## config.mk

```make
export PLATFORM = sky130hd
export DESIGN_NAME = utf8_stream_decoder_flat
export DESIGN_NICKNAME = d
export VERILOG_FILES = /design/src/rtl/u8d_pkg.sv /design/src/rtl/u8d_if.sv /design/src/rtl/utf8_stream_decoder.sv /design/src/rtl/u8d_decode.sv /design/src/flat_wrapper.sv
export SDC_FILE = /design/constraint.sdc
export NUM_CORES = 1
export LEC_CHECK = 0
export ABC_AREA = 1
export BUFFER_PORTS_ARGS = -buffer_cell sky130_fd_sc_hd__buf_2
export CAP_MARGIN = 0
export CORE_UTILIZATION = 30
export DETAILED_ROUTE_END_ITERATION = 8
export SKIP_LAST_GASP = 1
export SLEW_MARGIN = 15
export SYNTH_ARGS = -nofsm -noshare
export SYNTH_HDL_FRONTEND = slang
export SYNTH_HIERARCHICAL = 1
export SYNTH_SLANG_ARGS = --single-unit
```

## constraint.sdc

```tcl
create_clock -name clk_i -period 3.9 [get_ports clk_i]
set_input_delay 0.78 -clock clk_i [delete_from_list [all_inputs] [get_ports clk_i]]
set_output_delay 0.78 -clock clk_i [all_outputs]
set_load 0.01 [all_outputs]
```

## src/rtl/u8d_pkg.sv

```systemverilog
`default_nettype none

package u8d_pkg;

  // Width of the character counter; the reported index is clamped to 32 bits.
  localparam int unsigned CountBits = 32;

  localparam int unsigned CpBits  = 31;
  localparam int unsigned IdxBits = 32;
  localparam int unsigned RemBits = 3;

  typedef enum logic [1:0] {
    StOk        = 2'd0,
    StMalformed = 2'd1,
    StTruncated = 2'd2,
    StSurrogate = 2'd3
  } status_e;

  typedef struct packed {
    logic [RemBits-1:0]   rem;
    logic [CpBits-1:0]    part;
    logic [CountBits-1:0] cnt;
  } dec_state_t;

  typedef struct packed {
    logic [CpBits-1:0]  code_point;
    status_e            status;
    logic [IdxBits-1:0] char_index;
  } dec_result_t;

  localparam logic [CpBits-1:0] SurrLo = CpBits'(32'h0000_D800);
  localparam logic [CpBits-1:0] SurrHi = CpBits'(32'h0000_DFFF);

  function automatic logic [IdxBits-1:0] clamp_idx(input logic [CountBits-1:0] c);
    logic [63:0] w;
    w = 64'(c);
    if (w > 64'h0000_0000_FFFF_FFFF) begin
      return '1;
    end
    return w[IdxBits-1:0];
  endfunction

endpackage

`default_nettype wire

```

## src/rtl/u8d_if.sv

```systemverilog
`default_nettype none

// Byte channel into the decoder.
interface u8d_in_if;
  logic       valid;
  logic       ready;
  logic [7:0] data_byte;
  logic       end_of_text;

  modport source (output valid, output data_byte, output end_of_text, input ready);
  modport sink   (input valid, input data_byte, input end_of_text, output ready);
endinterface

// Decoded character channel out of the decoder.
interface u8d_out_if;
  logic                valid;
  logic                ready;
  logic [30:0]         code_point;
  u8d_pkg::status_e    status;
  logic [31:0]         char_index;

  modport source (output valid, output code_point, output status, output char_index,
                  input ready);
  modport sink   (input valid, input code_point, input status, input char_index,
                  output ready);
endinterface

`default_nettype wire

```

## src/rtl/utf8_stream_decoder.sv

```systemverilog
`default_nettype none

// UTF-8 stream decoder.
// in_i  : one beat per raw byte (data_byte), end_of_text set on the string's
//         last byte.
// out_o : one beat per decoded character or error: code_point, status
//         (ok / malformed / truncated / surrogate) and char_index, the index
//         of the character within its string (saturating, clamped to 32 bits).
// Bytes in the middle of a multi-byte sequence produce no output beat.
// A byte accepted on in_i waits in the input register; its result then moves
// to the result register on out_o. Throughput: one byte per cycle while out_o
// does not stall; the decode is one combinational pass between the registers.
// Backpressure: the result register and the input register together hold
// two items; while out_o stalls, in_i keeps taking beats until the input
// register holds a byte that produces a result. in_i.ready is high whenever
// out_o.valid is low.
// Reset (rst_ni low, asynchronous): both registers empty, decoder idle,
// character counter zero. end_of_text also returns the decoder to that
// state after its byte.
module utf8_stream_decoder import u8d_pkg::*; (
  input  wire logic  clk_i,
  input  wire logic  rst_ni,
  u8d_in_if.sink     in_i,
  u8d_out_if.source  out_o
);

  // input register
  logic       in_vld_q;
  logic [7:0] in_byte_q;
  logic       in_eot_q;

  // decoder state
  dec_state_t st_q, st_d;

  // result register
  logic        out_vld_q;
  dec_result_t out_res_q;

  logic        res_vld;
  dec_result_t res;
  logic        out_free;
  logic        advance;
  logic        in_accept;

  u8d_decode u_decode (
    .st_i      (st_q),
    .byte_i    (in_byte_q),
    .eot_i     (in_eot_q),
    .nxt_o     (st_d),
    .res_vld_o (res_vld),
    .res_o     (res)
  );

  // The held byte moves on when it yields nothing or the result slot frees up.
  assign out_free  = !out_vld_q || out_o.ready;
  assign advance   = in_vld_q && (!res_vld || out_free);
  assign in_i.ready = !in_vld_q || advance;
  assign in_accept = in_i.valid && in_i.ready;

  always_ff @(posedge clk_i or negedge rst_ni) begin
    if (!rst_ni) begin
      in_vld_q  <= 1'b0;
      out_vld_q <= 1'b0;
      st_q      <= '0;
    end else begin
      in_vld_q <= in_accept || (in_vld_q && !advance);
      if (advance) begin
        st_q <= st_d;
      end
      if (out_free) begin
        out_vld_q <= advance && res_vld;
      end
    end
  end

  // payload, no reset needed
  always_ff @(posedge clk_i) begin
    if (in_accept) begin
      in_byte_q <= in_i.data_byte;
      in_eot_q  <= in_i.end_of_text;
    end
    if (out_free && advance && res_vld) begin
      out_res_q <= res;
    end
  end

  assign out_o.valid      = out_vld_q;
  assign out_o.code_point = out_res_q.code_point;
  assign out_o.status     = out_res_q.status;
  assign out_o.char_index = out_res_q.char_index;

endmodule

`default_nettype wire

```

## src/rtl/u8d_decode.sv

```systemverilog
`default_nettype none

module u8d_decode import u8d_pkg::*; (
  input  dec_state_t  st_i,
  input  logic [7:0]  byte_i,
  input  logic        eot_i,
  output dec_state_t  nxt_o,
  output logic        res_vld_o,
  output dec_result_t res_o
);

  logic [CountBits-1:0] cnt_inc;
  logic [CpBits-1:0]    shifted;
  logic [RemBits-1:0]   rem_dec;
  logic [7:0]           lead_mask;
  logic [RemBits-1:0]   lead_rem;

  assign cnt_inc = (st_i.cnt == '1) ? st_i.cnt : st_i.cnt + 1'b1;
  assign shifted = {st_i.part[CpBits-7:0], byte_i[5:0]};
  assign rem_dec = st_i.rem - 1'b1;

  // Count of continuation bytes and payload mask from the lead byte's leading ones.
  always_comb begin
    if (!byte_i[5]) begin
      lead_rem = 3'd1; lead_mask = 8'h1F;
    end else if (!byte_i[4]) begin
      lead_rem = 3'd2; lead_mask = 8'h0F;
    end else if (!byte_i[3]) begin
      lead_rem = 3'd3; lead_mask = 8'h07;
    end else if (!byte_i[2]) begin
      lead_rem = 3'd4; lead_mask = 8'h03;
    end else begin
      lead_rem = 3'd5; lead_mask = 8'h01;
    end
  end

  always_comb begin
    nxt_o     = st_i;
    res_vld_o = 1'b0;
    res_o.code_point = '0;
    res_o.status     = StOk;
    res_o.char_index = clamp_idx(st_i.cnt);

    if (st_i.rem == '0) begin
      if (!byte_i[7]) begin
        res_vld_o        = 1'b1;
        res_o.code_point = CpBits'(byte_i);
        nxt_o.cnt        = cnt_inc;
      end else if (!byte_i[6] || byte_i[7:1] == 7'h7F) begin
        res_vld_o    = 1'b1;
        res_o.status = StMalformed;
        nxt_o.rem    = '0;
        nxt_o.part   = '0;
      end else begin
        nxt_o.part = CpBits'(byte_i & lead_mask);
        nxt_o.rem  = lead_rem;
        if (eot_i) begin
          res_vld_o    = 1'b1;
          res_o.status = StTruncated;
        end
      end
    end else if (byte_i[7:6] != 2'b10) begin
      res_vld_o    = 1'b1;
      res_o.status = StMalformed;
      nxt_o.rem    = '0;
      nxt_o.part   = '0;
    end else begin
      nxt_o.part = shifted;
      nxt_o.rem  = rem_dec;
      if (rem_dec == '0) begin
        res_vld_o  = 1'b1;
        nxt_o.part = '0;
        if (shifted >= SurrLo && shifted <= SurrHi) begin
          res_o.status = StSurrogate;
        end else begin
          res_o.code_point = shifted;
          nxt_o.cnt        = cnt_inc;
        end
      end else if (eot_i) begin
        res_vld_o    = 1'b1;
        res_o.status = StTruncated;
      end
    end

    // Last byte of the string: start the next string from scratch.
    if (eot_i) begin
      nxt_o = '0;
    end
  end

endmodule

`default_nettype wire

```

## src/flat_wrapper.sv

```systemverilog
// flat-port wrapper written by rule: the top's interface ports become plain ports
module utf8_stream_decoder_flat import u8d_pkg::*;
  (clk_i, rst_ni, in_i_valid, in_i_data_byte, in_i_end_of_text, in_i_ready, out_o_valid, out_o_code_point, out_o_status, out_o_char_index, out_o_ready);
  u8d_in_if in_i_i ();
  u8d_out_if out_o_i ();
  input  wire logic clk_i;
  input  wire logic rst_ni;
  input wire logic [$bits(in_i_i.valid)-1:0] in_i_valid;
  input wire logic [$bits(in_i_i.data_byte)-1:0] in_i_data_byte;
  input wire logic [$bits(in_i_i.end_of_text)-1:0] in_i_end_of_text;
  output wire logic [$bits(in_i_i.ready)-1:0] in_i_ready;
  output wire logic [$bits(out_o_i.valid)-1:0] out_o_valid;
  output wire logic [$bits(out_o_i.code_point)-1:0] out_o_code_point;
  output wire logic [$bits(out_o_i.status)-1:0] out_o_status;
  output wire logic [$bits(out_o_i.char_index)-1:0] out_o_char_index;
  input wire logic [$bits(out_o_i.ready)-1:0] out_o_ready;
  assign in_i_i.valid = in_i_valid;
  assign in_i_i.data_byte = in_i_data_byte;
  assign in_i_i.end_of_text = in_i_end_of_text;
  assign in_i_ready = in_i_i.ready;
  assign out_o_valid = out_o_i.valid;
  assign out_o_code_point = out_o_i.code_point;
  assign out_o_status = out_o_i.status;
  assign out_o_char_index = out_o_i.char_index;
  assign out_o_i.ready = out_o_ready;
  utf8_stream_decoder u_core (.clk_i(clk_i), .rst_ni(rst_ni), .in_i(in_i_i), .out_o(out_o_i));
endmodule
```

# Word-level counts from Yosys, hierarchy flattened
# Cells that the tools add are included.
[op_classes]
mux = 35
magnitude_cmp = 2
eq_ne = 7
add_sub_neg = 2
n_bitwise = 1
reduce_logical = 22
[ops]
columns = ["op", "count"]
rows = [
  ["$mux W66", 2],
  ["$mux W32", 4],
  ["$mux W34", 3],
  ["$mux W31", 3],
  ["$mux W63", 1],
  ["$mux W33", 1],
  ["$add A32 B1 Y32 const B", 1],
  ["$eq A32 B32 Y1 const B", 1],
  ["$ge A31 B16 Y1 const B", 1],
  ["$le A31 B16 Y1 const B", 1],
  ["$mux W2", 7],
  ["$mux W3", 4],
  ["$and A8 B8 Y8", 1],
  ["$eq A7 B7 Y1 const B", 1],
  ["$logic_and A1 B1 Y1", 7],
  ["$mux W1", 7],
  ["$mux W7", 1],
  ["$logic_not A3 Y1", 2],
  ["$ne A3 B2 Y1 const B", 2],
  ["$logic_not A1 Y1", 5],
  ["$logic_or A1 B1 Y1", 5],
  ["$mux W5", 1],
  ["$reduce_and A5 Y1", 1],
  ["$mux W4", 1],
  ["6 further kinds", 6],
]
[word_totals]
ff_bits = 136
in_bits = 13
out_inout_bits = 67

# Longest topological paths before layout
# Gate-level depths: netlist of the first run.
[logic_depth]
word_depth = 11
mapped_depth = 16
mapped_depth_nobuf = 15

# Hierarchy
# Netlist of the first run, hierarchy kept.
[modules_own_cells]
columns = ["mod", "n_inst", "area_per_inst_um2", "seq_area_each_um2", "cells_per_inst"]
rows = [
  ["utf8_stream_decoder", 1, 4931.0, 3923.8, 374],
  ["u8d_decode", 1, 3378.2, 0.0, 716],
]

# Worst setup path after synthesis of the first run
# No wires, ideal clock.
[synth_timing]
path_type = "reg-to-reg"
startpoint = "register u_core/st_q[63] (netlist name)"
endpoint = "register u_core.out_res_q, in the netlist u_core/out_o.char_index[0] (enable)"
n_path_buf = 1
path_stages_with_launch = 10
setup_ns = 0.419
path_slack_ns = 0.624
required_time_ns = 3.481
arrival_time_ns = 2.857
path_cell_list = "dfrtp_1 inv_1 ha_1 inv_1 nor2_1 inv_1 buf_2 o21ai_1 nand3_1 inv_1"
[synth_between]
elab_chain_len = 10
elab_cells_between_ends = 11
classes_between = "1 x add/sub; 3 x mux; 7 x reduce/logical"
[synth_rtl]
columns = ["item", "line", "rtl"]
rows = [
  ["start: declaration", "utf8_stream_decoder.sv:33", "dec_state_t st_q, st_d;"],
  ["start signal: assignment", "utf8_stream_decoder.sv:68", "st_q <= st_d;"],
  ["$sub A3 B1 Y3", "u8d_decode.sv:20", "assign rem_dec = st_i.rem - 1'b1;"],
  ["$logic_not A3 Y1", "u8d_decode.sv:70", "if (rem_dec == '0) begin"],
  ["$mux W1", "u8d_decode.sv:70", ""],
  ["$mux W1", "u8d_decode.sv:62", "end else if (byte_i[7:6] != 2'b10) begin"],
  ["$mux W1 *", "u8d_decode.sv:44", "if (st_i.rem == '0) begin"],
  ["via u_core.res_vld", "utf8_stream_decoder.sv:39", "logic res_vld;"],
  ["$logic_not A1 Y1", "utf8_stream_decoder.sv:56", "assign advance = in_vld_q && (!res_vld || out_free);"],
  ["$logic_or A1 B1 Y1", "utf8_stream_decoder.sv:56", ""],
  ["$logic_and A1 B1 Y1", "utf8_stream_decoder.sv:56", ""],
  ["$logic_and A1 B1 Y1", "utf8_stream_decoder.sv:82", "if (out_free && advance && res_vld) begin"],
  ["$logic_and A1 B1 Y1 *", "utf8_stream_decoder.sv:82", ""],
  ["end signal: assignment", "utf8_stream_decoder.sv:83", "out_res_q <= res;"],
  ["end: declaration", "utf8_stream_decoder.sv:37", "dec_result_t out_res_q;"],
]
# The timed path passes the listed nets; every way through them passes the cells marked *.
# A chain may end at the register's enable or synchronous reset.

# Final worst setup path of the first run
[layout_timing]
startpoint = "register u_core/st_q[63] (netlist name)"
endpoint = "output port in_i_ready"
[layout_between]
elab_chain_len = 9
elab_cells_between_ends = 10
classes_between = "1 x add/sub; 3 x mux; 6 x reduce/logical"
[layout_rtl]
columns = ["item", "line", "rtl"]
rows = [
  ["$sub A3 B1 Y3", "u8d_decode.sv:20", ""],
  ["$logic_not A3 Y1", "u8d_decode.sv:70", ""],
  ["$mux W1", "u8d_decode.sv:70", ""],
  ["$mux W1", "u8d_decode.sv:62", ""],
  ["$mux W1 *", "u8d_decode.sv:44", ""],
  ["via u_core.res_vld", "utf8_stream_decoder.sv:39", ""],
  ["$logic_not A1 Y1 *", "utf8_stream_decoder.sv:56", ""],
  ["$logic_or A1 B1 Y1 *", "utf8_stream_decoder.sv:56", ""],
  ["$logic_and A1 B1 Y1 *", "utf8_stream_decoder.sv:56", ""],
  ["$logic_or A1 B1 Y1 *", "utf8_stream_decoder.sv:57", "assign in_i.ready = !in_vld_q || advance;"],
  ["end: declaration", "flat_wrapper.sv:11", "output wire logic [$bits(in_i_i.ready)-1:0] in_i_ready;"],
]
# Marked as above.

==> results of run 1 <==
==> worst max-delay path: stages (launching register included) <==
cell and delay, ns:
dfrtp_1 0.40, inv_1 0.08, ha_1 0.21, xnor2_1 0.18
nand2_1 0.14, a21oi_1 0.22, nor2_2 0.09, o21ai_1 0.32
nand4_1 0.29, buf_2 0.24
==> registers in the layout, summed over array words and instances, names as in the netlist <==
signal                   count
u_core/st_q                 60
u_core/out_o.char_index     32
u_core/out_o.code_point     31
u_core/in_byte_q             8
u_core/out_o.status          2
u_core/in_eot_q              1
u_core/in_vld_q              1
u_core/out_o.valid           1
==> cell type report <==
type                            instances  area [µm²]  share of cell area (%)
Clock buffer                           17         425                    4.73
Clock inverter                         15         164                    1.82
Inverter                               82         308                    3.42
Multi-Input combinational cell        749        3400                    37.8
Sequential cell                       136        3770                    42.0
Tap cell                              335         419                    4.66
Timing Repair Buffer                   91         498                    5.54
==> per-stage QoR <==
step	util [%]	total power, mW	instances
after floorplan	-	4.34	1054
after global placement	32.2	4.90	1393
after detailed placement	32.2	4.94	1393
after CTS	34.4	6.62	1425
after global routing	34.4	7.07	1425
final	34.4	6.58	1425
==> worst paths after layout <==
check                                             from                     endpoint  slack (ns)  cells past startpoint
min                                             rst_ni  u_core/st_q[31]$_DFFE_PN0N_        0.37                      1
max in group asynchronous                       rst_ni  u_core/st_q[43]$_DFFE_PN0N_        2.79                      2
max reg2reg                u_core/st_q[63]$_DFFE_PN0N_  u_core/st_q[36]$_DFFE_PN0N_        0.89                     12
min in group clk_i         u_core/st_q[36]$_DFFE_PN0N_  u_core/st_q[36]$_DFFE_PN0N_        0.47                      2
max                        u_core/st_q[63]$_DFFE_PN0N_                   in_i_ready        0.53                      9
min reg2reg                u_core/st_q[36]$_DFFE_PN0N_  u_core/st_q[36]$_DFFE_PN0N_        0.47                      2
==> power breakdown <==
group | switching, mW | leakage (nW) | internal (mW)
clock | 0.685 | 0.281 | 0.954
combinational | 1.60 | 2.08 | 0.807
sequential | 0.476 | 1.56 | 2.06
==> placed cells by master (no fill, tap or decap), types with 6 or more instances in the layout <==
cell type / instances
nand3_1: 118
nor2_1: 130
o211ai_1: 11
buf_2: 79
clkbuf_16: 17
inv_2: 7
edfxtp_1: 74
o21ai_0: 8
nand4_1: 9
buf_4: 11
a21oi_1: 59
xor2_1: 6
inv_1: 73
dfrtp_1: 61
inv_6: 6
a211oi_1: 19
nand2_1: 345
==> per-layer routing <==
metal  share of wire, %  vias to the layer above  GRT usage, %
met5              0.045                        -             0
met4                2.0                        2          6.49
met3                5.2                       35          3.30
met2                 46                      208          26.1
met1                 47                     3322          22.9
li1                   -                     3468             -
==> results by group, run 1 <==
Critical path
  • WS Path Type: flop to output port
  • Max FO, Critical Path: 7
  • Required @ worst endpoint: 3.12 ns
  • Worst setup SP type: flop
  • Arrival @ worst endpoint: 2.59 ns
  • CP endpoint kind: output port

Placement
  • DP Area: 0.00840 mm²
  • Hpwl dp: 14200 µm
  • Port bufs: 79
  • Final GP Congestion: 0.898
  • Dpl ws: 0.957 ns

STA
  • Worst slew margin: 28.7%
  • Fin worst setup slack: 0.527 ns
  • Max Clock Freq: 296 MHz
  • Final period util: 86.5%
  • Hold Fails Final Rpt: 0
  • Fin Setup TNS: 0 ns
  • Final max-slew violation count: 0
  • Skew final: 0.0130 ns
  • WHS: 0.367 ns
  • Slew @ Worst Pin: 1.06 ns
  • RSZ-0062 raised after global routing: no
  • # setup viols final: 0
  • Min Tclk post-route: 3.37 ns

Detailed routing
  • DRC Markers: 8
  • Wire per inst: 15.5 µm
  • Pre-Repair DR Iteration Count: 7
  • Drt via density: 4.94
  • Wirelength, routed: 22000 µm
  • Vias: 7035
  • Remaining antenna violation count after routing: 0
  • First DRT Iteration DRCs: 718

Pwr
  • Leakage: 3.92 nW
  • Peak supply drop: 0.359 mV
  • PwrDens: 732 mW/mm²

Yosys
  • Post-synthesis instance total: 1054
  • Avg Cell Area, Syn: 7.60 µm²
  • Cell Area, Synth: 0.00801 mm²
  • Yosys warning total: 6
  • Synthesized Nets: 1071

Floorplanning
  • Die Height: 165 µm
  • Die W: 165 µm
  • Ports: 80
  • Starting Density: 30.7%
  • Std cell rows: 59
  • Die area: 0.0274 mm²
  • Core footprint: 0.0261 mm²

Clock tree
  • Hold_buf cts: 0
  • Clock Root Buffer: clkbuf_16
  • Sink Count: 136
  • Num CTS Buffers: 17
  • Clk_lat worst skew: 0.44 ns
  • TritonCTS clock tree: done
  • Clock transition at the registers of the reported paths: 0.07 ns
  • Post CTS Setup Buffer Count: 0
  • Clock buffer depth: 2
  • H-tree depth: 4
  • Post-cts resize count: 0

Layout
  • Area Growth Syn to Fin: 12.2%
  • Final Cell Area: 0.00899 mm²
  • Final Net Count: 1094
  • ANT cells: 0
  • Share of cells above drive strength 1: 13.5%
  • Fill cell count: 2767

GRT
  • Global route overflow: 0
  • GRT Util Overall: 16.8%
  • Initial antenna violation count: 1
  • First-pass GRT wire length: 35200 µm
  • Vias in the first global route: 6453
  • Largest net degree at the start of global routing: 65

Outcome
  • Failing checks: design-rule violations
  • Outcome: finished with violations

Worst hold path
  • Min-Delay Path Class: input port to async pin

Job
  • # Max-Cap Violations: 0
(Power assumes the default switching activity.)
==> inputs of run 2 (changes only) <==
--- a/config.mk
+++ b/config.mk
@@ -6,10 +6,10 @@
 export NUM_CORES = 1
 export LEC_CHECK = 0
 export ABC_AREA = 1
-export BUFFER_PORTS_ARGS = -buffer_cell sky130_fd_sc_hd__buf_2
 export CAP_MARGIN = 0
 export CORE_UTILIZATION = 30
 export DETAILED_ROUTE_END_ITERATION = 8
+export DONT_BUFFER_PORTS = 1
 export SKIP_LAST_GASP = 1
 export SLEW_MARGIN = 15
 export SYNTH_ARGS = -nofsm -noshare
==> results by group, run 2 (synthesized netlist as in run 1, its figures left out) <==
Layout
  • ANT cells: 0 (unchanged)
  • Area of the multi-input gates: 0.00340 mm² (unchanged)
  • Area Growth Syn to Fin: 7.00%
  • Sequential Area: 0.00377 mm² (unchanged)
  • Core Util, Final: 32.8% (-1.6 points)
  • Most flops, register: u_core/st_q
  • Share of cells above drive strength 1: 6.54% (-6.9 points)
  • Most frequent cells in the layout: nand2_1 (345), nor2_1 (130), nand3_1 (118)
  • Largest register FFs: 60 (unchanged)
  • Fill cell count: 2792 (+0.90%)
  • Most common cell after layout, fill and taps aside: nand2_1
  • Final Cell Area: 0.00857 mm² (-4.7%)
  • Final Net Count: 1013 (-7.4%)

Floorplanning
  • Die area: 0.0274 mm² (unchanged)
  • Die Height: 165 µm (unchanged)
  • Starting Density: 30.7% (unchanged)
  • Std cell rows: 59 (unchanged)
  • Die W: 165 µm (unchanged)
  • Ports: 80 (unchanged)
  • Core footprint: 0.0261 mm² (unchanged)

Clock tree
  • Clk_lat worst skew: 0.43 ns (about the same)
  • Post-cts resize count: 0 (unchanged)
  • Hold_buf cts: 0 (unchanged)
  • H-tree depth: 4 (unchanged)
  • Clock Root Buffer: clkbuf_16
  • Post CTS Setup Buffer Count: 0 (unchanged)
  • TritonCTS clock tree: done
  • Num CTS Buffers: 17 (unchanged)
  • Clock buffer depth: 2 (unchanged)
  • Clock transition at the registers of the reported paths: 0.07 ns (about the same)
  • Sink Count: 136 (unchanged)

GRT
  • GRT Util Overall: 16.3% (-0.48 points)
  • Largest net degree at the start of global routing: 63 (-3.1%)
  • First-pass GRT wire length: 34500 µm (-2.0%)
  • Vias in the first global route: 6336 (-1.8%)
  • Global route overflow: 0 (unchanged)
  • Initial antenna violation count: 0 (-1)

Placement
  • Port bufs: 0 (-100%)
  • Dpl ws: 0.984 ns (+0.0268 ns)
  • Hpwl dp: 14000 µm (-1.9%)
  • Final GP Congestion: 0.899 (about the same)
  • DP Area: 0.00799 mm² (-4.9%)

Critical path
  • CP bufs+invs: 1 (-1)
  • CP endpoint kind: output port
  • Worst setup SP type: flop
  • Required @ worst endpoint: 3.12 ns (about the same)
  • Slowest stage delay, CP: 0.41 ns (about the same)
  • Delay-heaviest family, CP: simple AND/OR/NAND/NOR gates
  • Arrival @ worst endpoint: 2.47 ns (-0.12 ns)
  • Crit path cell chain: inv_1 > ha_1 > xnor2_1 > nand2_1 > a21oi_1 > nor2_2 > o21ai_1 > nand4_1
  • WS Path Type: flop to output port
  • Critical path's slowest cell: nand4_1
  • Max FO, Critical Path: 7 (unchanged)

Pwr
  • PwrDens: 742 mW/mm² (+1.4%)
  • Peak supply drop: 0.337 mV (-6.1%)
  • Leakage: 3.59 nW (-8.5%)

STA
  • Fin Setup TNS: 0 ns (unchanged)
  • WHS: 0.0491 ns (-0.318 ns)
  • RSZ-0062 raised after global routing: no
  • Skew final: 0.0120 ns (-0.000977 ns)
  • Final period util: 83.4% (-3.1 points)
  • # setup viols final: 0 (unchanged)
  • Final max-slew violation count: 0 (unchanged)
  • Fin worst setup slack: 0.646 ns (+0.119 ns)
  • Hold Fails Final Rpt: 0 (unchanged)
  • Worst slew margin: 41.9% (+13 points)
  • Min Tclk post-route: 3.25 ns (-0.119 ns)
  • Max Clock Freq: 307 MHz (+3.7%)
  • Slew @ Worst Pin: 0.869 ns (-0.194 ns)

Detailed routing
  • Vias: 6672 (-5.2%)
  • Wirelength, routed: 21200 µm (-3.6%)
  • Remaining antenna violation count after routing: 0 (unchanged)
  • DRC Markers: 8 (unchanged)
  • Pre-Repair DR Iteration Count: 7 (unchanged)
  • Wire per inst: 15.8 µm (+2.2%)
  • Drt via density: 4.96 (+0.56%)
  • First DRT Iteration DRCs: 599 (-17%)

Outcome
  • Outcome: finished with violations
  • Failing checks: design-rule violations

Job
  • # Max-Cap Violations: 0 (unchanged)

Worst hold path
  • Min-Delay Path Class: input port to async pin
==> run 2: layout make-up <==
| type | count | share of cell area, % |
|---|---|---|
| sequential | 136 | 44.0 |
| inverter | 82 | 3.59 |
| clock inverter | 15 | 1.81 |
| timing repair buffer | 10 | 1.02 |
| multi-input combinational | 749 | 39.7 |
| clock buffer | 17 | 4.96 |
| tap | 335 | 4.89 |
==> run 2: stage by stage <==
step	power (mW)	cells
5_1_grt	6.86	1344
3_5_place_dp	4.77	1312
3_3_place_gp	4.73	1312
2_1_floorplan	4.34	1054
6_report	6.36	1344
4_1_cts	6.41	1344
==> run 2: final timing paths <==
| check | start | endpoint | slack [ns] | cells past startpoint |
|---|---|---|---|---|
| max | u_core/st_q[63]$_DFFE_PN0N_ | in_i_ready | 0.65 | 8 |
| min | rst_ni | u_core/st_q[9]$_DFFE_PN0N_ | 0.05 | 0 |
| max reg2reg | u_core/st_q[63]$_DFFE_PN0N_ | u_core/st_q[41]$_DFFE_PN0N_ | 0.92 | 12 |
| min reg2reg | u_core/st_q[32]$_DFFE_PN0N_ | u_core/st_q[32]$_DFFE_PN0N_ | 0.47 | 2 |
| max in group asynchronous | rst_ni | u_core/in_vld_q$_DFF_PN0_ | 3.70 | 0 |
| min in group clk_i | in_i_end_of_text | u_core/in_eot_q$_DFFE_PP_ | 0.44 | 0 |
==> run 2: layer usage <==
layer | part of all wire (%) | vias to the layer above | global-route usage [%]
li1 | - | 3302 | -
met1 | 46 | 3161 | 21.7
met2 | 47 | 200 | 25.9
met3 | 5.9 | 9 | 4.30
met4 | 0.80 | 0 | 4.59
met5 | 0 | - | 0
==> run 2: where the power goes <==
part	switching (mW)	internal [mW]
Clock	0.696	0.906
Sequential	0.612	2.07
Combinational	1.40	0.676
Total	2.71	3.65
==> inputs of run 3 (changes only) <==
==> constraint.sdc (replaced) <==
create_clock -name clk_i -period 3 [get_ports clk_i]
set_input_delay 0.6 -clock clk_i [delete_from_list [all_inputs] [get_ports clk_i]]
set_output_delay 0.6 -clock clk_i [all_outputs]
set_load 0.01 [all_outputs]
==> results by group, run 3 (synthesized netlist as in run 1, its figures left out) <==
Detailed routing
  • Wire per inst: 15.8 µm (+0.13%)
  • DRC Markers: 4 (-4)
  • Vias: 6765 (+1.4%)
  • Remaining antenna violation count after routing: 0 (unchanged)
  • Pre-Repair DR Iteration Count: 7 (unchanged)
  • Wirelength, routed: 21400 µm (+0.95%)
  • First DRT Iteration DRCs: 691 (+15%)
  • Drt via density: 4.99 (+0.57%)

Clock tree
  • Clock transition at the registers of the reported paths: 0.07 ns (about the same)
  • TritonCTS clock tree: done
  • Clk_lat worst skew: 0.43 ns (about the same)
  • H-tree depth: 4 (unchanged)
  • Clock Root Buffer: clkbuf_16
  • Sink Count: 136 (unchanged)
  • Num CTS Buffers: 17 (unchanged)
  • Clock buffer depth: 2 (unchanged)

Critical path
  • Worst setup SP type: flop
  • Required @ worst endpoint: 2.40 ns (-0.72 ns)
  • Crit path cell chain: inv_1 > ha_1 > xnor2_1 > nand2_1 > a21oi_2 > nor2_2 > o21ai_2 > nand4_1
  • Slowest stage delay, CP: 0.40 ns (about the same)
  • CP bufs+invs: 1 (unchanged)
  • WS Path Type: flop to output port
  • CP endpoint kind: output port
  • Arrival @ worst endpoint: 2.19 ns (-0.28 ns)
  • Critical path's slowest cell: dfrtp_1
  • Max FO, Critical Path: 7 (unchanged)
  • Delay-heaviest family, CP: simple AND/OR/NAND/NOR gates

STA
  • Skew final: 0.00956 ns (-0.00245 ns)
  • Hold Fails Final Rpt: 0 (unchanged)
  • Fin worst setup slack: 0.214 ns (-0.432 ns)
  • Final max-slew violation count: 0 (unchanged)
  • Fin Setup TNS: 0 ns (unchanged)
  • Min Tclk post-route: 2.79 ns
  • Final period util: 92.9%
  • # setup viols final: 0 (unchanged)
  • Max Clock Freq: 359 MHz
  • RSZ-0062 raised after global routing: no
  • Worst slew margin: 55.4% (+14 points)
  • Slew @ Worst Pin: 0.666 ns (-0.203 ns)

Layout
  • Area Growth Syn to Fin: 8.75%
  • Final Net Count: 1024 (+1.1%)
  • ANT cells: 0 (unchanged)
  • Share of cells above drive strength 1: 7.84% (+1.3 points)
  • Largest register FFs: 60 (unchanged)
  • Area of the multi-input gates: 0.00341 mm² (+0.22%)
  • Most frequent cells in the layout: nand2_1 (345), nor2_1 (130), nand3_1 (118)
  • Sequential Area: 0.00377 mm² (unchanged)
  • Most common cell after layout, fill and taps aside: nand2_1
  • Fill cell count: 2752 (-1.4%)
  • Most flops, register: u_core/st_q

Floorplanning
  • Core footprint: 0.0261 mm² (unchanged)
  • Die W: 165 µm (unchanged)
  • Die Height: 165 µm (unchanged)
  • Ports: 80 (unchanged)
  • Die area: 0.0274 mm² (unchanged)
  • Std cell rows: 59 (unchanged)
  • Starting Density: 30.7% (unchanged)

Placement
  • Dpl ws: 0.323 ns (-0.660 ns)
  • Final GP Congestion: 0.933 (+3.8%)
  • Hpwl dp: 14200 µm (+1.6%)
  • Port bufs: 0 (unchanged)

GRT
  • GRT Util Overall: 16.5% (+0.23 points)
  • Initial antenna violation count: 0 (unchanged)
  • Largest net degree at the start of global routing: 63 (unchanged)
  • Vias in the first global route: 6397 (+0.96%)
  • Global route overflow: 0 (unchanged)
  • First-pass GRT wire length: 34700 µm (+0.74%)

Job
  • # Max-Cap Violations: 0 (unchanged)

Outcome
  • Failing checks: design-rule violations
  • Outcome: finished with violations

Worst hold path
  • Min-Delay Path Class: input port to async pin

Pwr
  • Peak supply drop: 0.485 mV (+44%)
  • PwrDens: 971 mW/mm² (+31%)
  • Leakage: 3.66 nW (+1.9%)
  • Final Total Pwr: 8.46 mW (+33%)
## run 3: cell count changes in the layout (fill, tap and decap cells not counted)
cell,delta
buf_4,+10
bufinv_16,+1
o21ai_1,-1
clkinvlp_4,+1
inv_2,-1
buf_16,+1
a21oi_1,-1
o21ai_2,+1
clkinv_1,-1
clkinv_4,+2
inv_6,-2
a21oi_2,+1
## run 3: worst reg2reg max path: cells and delay by family, from the launching register on
family	cells	cell delay, ns
AND/OR/NAND/NOR	9	1.28
flip-flops	1	0.50
buffers and inverters	2	0.46
adder cells (fa/ha/maj)	1	0.35
## run 3: worst paths after layout
check | from | to | slack [ns] | depth (start not counted)
min in group clk_i | in_i_data_byte[2] | u_core/in_byte_q[2]$_DFFE_PP_ | 0.27 | 0
hold / removal | rst_ni | u_core/st_q[16]$_DFFE_PN0N_ | 0.04 | 1
hold reg to reg | u_core/st_q[35]$_DFFE_PN0N_ | u_core/st_q[35]$_DFFE_PN0N_ | 0.47 | 2
max in group asynchronous | rst_ni | u_core/in_vld_q$_DFF_PN0_ | 2.64 | 1
setup / recovery | u_core/st_q[63]$_DFFE_PN0N_ | in_i_ready | 0.21 | 8
setup reg to reg | u_core/st_q[0]$_DFFE_PN0N_ | u_core/st_q[22]$_DFFE_PN0N_ | 0.35 | 12
## run 3: power breakdown
part | switching (mW) | total [mW] | internal [mW] | leakage (nW)
Clock | 0.915 | 2.18 | 1.26 | 0.298
Sequential | 0.744 | 3.44 | 2.69 | 1.56
Combinational | 1.90 | 2.85 | 0.948 | 1.80
## run 3: layer usage
layer	share of wire, %	GRT usage (%)
met4	1.7	6.57
met5	0	0
met1	47	21.8
met3	5.8	4.62
met2	46	25.4
## run 3: stage by stage
stage	utilization (%)	area [µm²]	std cells	hold WS [ns]
3_3_place_gp	30.8	8060	1320	0.308
4_1_cts	33.3	8690	1353	0.0510
5_1_grt	33.3	8710	1355	0.0690
2_1_floorplan	-	8020	1054	0.304
6_report	33.3	8710	1355	0.0353
3_5_place_dp	30.8	8060	1320	0.307
## run 3: timing repair
action,CTS,global route
setup buffers,0,2
pin swaps,1,1
endpoints found under the hold margin,62,0
gates resized for setup,1,1
setup endpoints to repair,1,1
gates cloned,0,0
hold buffers,1,0
## run 3: layout make-up
cell class              count  share of cell area, %
inverters                  82                   3.58
multi-input cells         749                   39.1
clock inverters            15                   2.08
repair buffers             21                   2.18
flip-flops and latches    136                   43.3
clock buffers              17                   4.88
well taps                 335                   4.81
